==> src/hdl/two_key_record_sorter_macros.svh <==
`ifndef TWO_KEY_RECORD_SORTER_MACROS_SVH
`define TWO_KEY_RECORD_SORTER_MACROS_SVH
// Assertion helpers, sampled on the rising clock, quiet in reset.
`define TKRS_ASSERT(lbl, clk, rstn, prop, msg) \
  lbl: assert property (@(posedge clk) disable iff (!rstn) (prop)) else $error(msg);
`define TKRS_ASSERT_NEXT(lbl, clk, rstn, cond, prop, msg) \
  lbl: assert property (@(posedge clk) disable iff (!rstn) (cond) |=> (prop)) else $error(msg);
`endif

==> src/hdl/tkrs_pkg.sv <==
`timescale 1ns / 1ps
package tkrs_pkg;
  localparam int unsigned MaxRecords = 32;
  localparam int unsigned NameBytes  = 40;
  localparam int unsigned NameWords  = 5;
  localparam int unsigned IdW        = 24;
  localparam int unsigned ProgW      = 14;
  localparam int unsigned ScoreW     = 32;
  localparam int unsigned NameW      = 64 * NameWords;
  localparam int unsigned RecW       = IdW + NameW + ProgW + ScoreW;
  localparam int unsigned InDataW    = 392;

  typedef struct packed {
    logic [ScoreW-1:0] score;
    logic [ProgW-1:0]  prog;
    logic [NameW-1:0]  name;
    logic [IdW-1:0]    id;
  } rec_t;

  // Key of one record: name (first byte highest), then id.
  typedef struct packed {
    logic [NameW-1:0] name;
    logic [IdW-1:0]   id;
  } key_t;

  // Clear name bytes at or beyond the configured name length.
  function automatic logic [NameW-1:0] name_mask(input logic [NameW-1:0] n,
                                                  input int unsigned nb);
    logic [NameW-1:0] r;
    r = n;
    for (int k = 0; k < NameW / 8; k++) begin
      if (k >= nb) r[NameW-1-8*k -: 8] = 8'd0;
    end
    return r;
  endfunction

  // strcmp view: bytes after the first zero byte count as zero. Bytes are
  // equal up to the shared terminator, so zeroing tails keeps order exact.
  function automatic logic [NameW-1:0] name_canon(input logic [NameW-1:0] n);
    logic [NameW-1:0] r;
    logic             z;
    r = n;
    z = 1'b0;
    for (int k = 0; k < NameW / 8; k++) begin
      if (z) r[NameW-1-8*k -: 8] = 8'd0;
      if (n[NameW-1-8*k -: 8] == 8'd0) z = 1'b1;
    end
    return r;
  endfunction
endpackage

==> src/hdl/tkrs_cmp.sv <==
`timescale 1ns / 1ps
module tkrs_cmp (
  input  logic          by_name_i,
  input  tkrs_pkg::key_t a_i,
  input  tkrs_pkg::key_t b_i,
  output logic          before_o
);
  import tkrs_pkg::*;
  logic name_lt, name_eq;
  // Canonical names are stored, so a wide unsigned compare matches strcmp.
  assign name_lt  = a_i.name < b_i.name;
  assign name_eq  = a_i.name == b_i.name;
  assign before_o = (by_name_i && !name_eq) ? name_lt : (a_i.id < b_i.id);
endmodule
==> config.mk <==
export PLATFORM = sky130hd
export DESIGN_NAME = tkrs_cmp
export DESIGN_NICKNAME = d
export VERILOG_FILES = /design/src/hdl/two_key_record_sorter_macros.svh /design/src/hdl/tkrs_pkg.sv /design/src/hdl/tkrs_cmp.sv
export SDC_FILE = /design/constraint.sdc
export NUM_CORES = 1
export LEC_CHECK = 0
export ABC_AREA = 1
export CORE_AREA = 2 2 272 274
export DETAILED_ROUTE_END_ITERATION = 8
export DIE_AREA = 0 0 274 276
export DONT_BUFFER_PORTS = 1
export GPL_TIMING_DRIVEN = 0
export SLEW_MARGIN = 20
export SYNTH_ARGS = -nofsm -noshare
export SYNTH_HDL_FRONTEND = slang
export SYNTH_SLANG_ARGS = --single-unit
==> constraint.sdc <==
create_clock -name vclk -period 1.88
set_input_delay 0.188 -clock vclk [all_inputs]
set_output_delay 0.188 -clock vclk [all_outputs]
set_load 0.02 [all_outputs]
==> results.tsv <==
stage	metric	value	unit
status	status	complete, but fails checks	
status	failing checks	negative setup slack	
drt	antenna viol nets, final	0	
timing	final setup fails	1	
yosys	syn_area_per_cell	6.03	µm²
drt	vias per cell	3.67	
final_layout	FF+latch area	0	µm²
placed_design	DP Cell Count	2495	
clock_network	# hold bufs at CTS	0	
timing	Max Slew Vio Count	0	
placed_design	DP Worst Slack	-947	ps
power_and_ir_drop	Tot Pwr	0.00201	W
worst_setup_path	CP Launch Type	primary input	
global_routing	antenna violations before repair	16	
floorplanning	Die Wd	274	µm
timing	Final WS setup	-300	ps
worst_setup_path	sequence of cells on the critical path	clkinvlp_4 > ha_4 > nand2_2 > nor2_4 > nand2_2 > nor2_2 > nand2_2 > nor2_4 > nand2_2 > nor2_4 > nand2_4 > nand4_1 > nor2_2 > nand3_4 > nand2_8	
drt	DRT iter0 DRCs	187	
run	max cap viols	0	
global_routing	first-pass GRT wire length	52800	µm
yosys	Gate Count Post-Synth	1536	
global_routing	largest net degree at the start of global routing	5	
drt	wire length per cell	15.4	µm
global_routing	vias in the first global route	9309	
timing	WHS	677	ps
hold_path	type of the tightest min-delay check	in -> out	
final_layout	synthesis-to-layout area growth	19.9	%
power_and_ir_drop	part of the power in registers	0	
drt	routed wire length	38900	µm
power_and_ir_drop	Sw Share	0.585	
timing	Max Clk Rate	0.459	GHz
power_and_ir_drop	Pwr per Cell Area	180	mW/mm²
worst_setup_path	delay-heaviest family, CP	simple AND/OR/NAND/NOR gates	
final_layout	layout cells sized above 1	0.0788	
yosys	Yosys warnings	0	
timing	Final Hold Fails	0	
worst_setup_path	CP Buf/Inv Count	1	
final_layout	design area	0.0111	mm²
power_and_ir_drop	P_leak	6.54	nW
worst_setup_path	CP endpoint kind	output port	
power_and_ir_drop	Power Internal	0.000833	W
global_routing	grt ovf	0	
floorplanning	Initial Util	0.128	
yosys	post-synth net total	2568	
worst_setup_path	Crit-path slowest cell	ha_4	
worst_setup_path	CP arrival	1990	ps
floorplanning	I/O pins	690	
drt	post-route DRC violation count	0	
timing	Slew Limit Headroom	0.521	
timing	Slew @ Worst Pin	713	ps
final_layout	post-route insts no fill	2517	
power_and_ir_drop	Comb power frac	1.000	
global_routing	Total GRT Usage	0.0939	
power_and_ir_drop	worst vdd ir	0.0781	mV
drt	drt pass-1 iters	4	
timing	RSZ-0062 raised after global routing	true	
worst_setup_path	Req. time, crit path	1690	ps
timing	period utilization	1.16	
power_and_ir_drop	Net Sw Power	0.00117	W
final_layout	FF+latch count	0	
yosys	register area share after synthesis	0	
placed_design	gpl congestion	0.921	
yosys	mapped cell area	0.00927	mm²
timing	fin crit period	2180	ps
floorplanning	die area	0.0756	mm²
yosys	Distinct cells, synth	27	
placed_design	DP HPWL	36800	µm
final_layout	clkbuf count	0	
power_and_ir_drop	Clk pwr share	0	
drt	via count	9229	
placed_design	DP Area	0.0105	mm²
worst_setup_path	Crit Path Class	in -> out	
worst_setup_path	CP max stage delay	310	ps
floorplanning	Core ar.	0.0726	mm²
final_layout	post-layout net count	2582	
floorplanning	Rows	99	
final_layout	fillers	8443	
worst_setup_path	peak fanout along the critical path	2	
worst_setup_path	Crit path top cell by count	nand2_2	
floorplanning	Die H	276	µm
placed_design	IO buf count	0	
## power by group through the flow
| stage | clock, W | combinational (W) | sequential, W |
|---|---|---|---|
| floorplan | 0 | 0.00136 | 0 |
| global placement | 0 | 0.00183 | 0 |
| detailed placement | 0 | 0.00186 | 0 |
| CTS | 0 | 0.00194 | 0 |
| global route | 0.000000000499 | 0.00236 | 0 |
| finish | 0.000000000471 | 0.00201 | 0 |
## per-stage QoR
step | setup TNS [ps] | utilization
floorplan | 0 | -
detailed placement | -947 | 0.144
CTS | -429 | 0.148
global route | -470 | 0.153
finish | -300 | 0.153
global placement | -941 | 0.144
## layout by cell type, fill, tap and decap left out, types with 2 or more instances in the layout
master / n
a21o_1: 15
nand3_1: 9
nand2_1: 350
nand4_1: 10
nor3_1: 3
inv_1: 413
nor2_4: 22
clkinvlp_4: 4
a21oi_2: 6
nor2_2: 25
diode_2: 10
o21ai_0: 35
o21a_1: 11
nor2_1: 86
nand2_2: 23
inv_2: 3
o21ai_1: 7
nand2_4: 9
ha_4: 14
a31oi_1: 2
buf_4: 12
ha_1: 329
a21oi_1: 148
## cell type report
| class | instances | area [µm²] | share of cell area |
|---|---|---|---|
| multi-input combinational | 1116 | 8210 | 0.738 |
| antenna | 10 | 25.0 | 0.00225 |
| inverter | 420 | 1590 | 0.143 |
| tap | 959 | 1200 | 0.108 |
| timing repair buffer | 12 | 90.1 | 0.00811 |
## kinds of logic after synthesis
kind of cell / synth area share
simple gates: 0.232
buf+inv: 0.170
fa+ha+maj: 0.463
compound gates: 0.134
## routing by layer
layer	vias up	track usage	share of wire
met5	-	0	0.00033
met4	2	0.0325	0.042
met3	56	0.0191	0.081
met2	488	0.185	0.51
met1	3828	0.0958	0.37
li1	4855	-	-
## worst paths after layout
check,start,depth (start not counted),end,slack (ps)
setup / recovery,b_i[325],15,before_o,-300
hold / removal,by_name_i,3,before_o,680
## synth_stat cells (all sizes together)
master | instances | share of area
nor3 | 3 | 0.0016
nor4 | 2 | 0.0013
a31oi | 2 | 0.0013
a21oi | 154 | 0.083
o211ai | 1 | 0.00081
ha | 343 | 0.46
nand3 | 10 | 0.0059
o21ai | 42 | 0.023
a21boi | 3 | 0.0028
o21a | 11 | 0.0089
nor2b | 1 | 0.00068
nand4 | 10 | 0.0068
a21o | 15 | 0.012
nor2 | 133 | 0.059
inv | 420 | 0.17
o21bai | 1 | 0.00081
nand2 | 383 | 0.16
a41oi | 1 | 0.00095
a211oi | 1 | 0.00081
## repair_timing
action	CTS	global route
endpoints found under the hold margin	0	0
pin swaps	38	34
setup endpoints to repair	1	1
buffers inserted	4	8
gates resized for setup	68	55
Note: power is estimated with default switching activity, not from simulation.
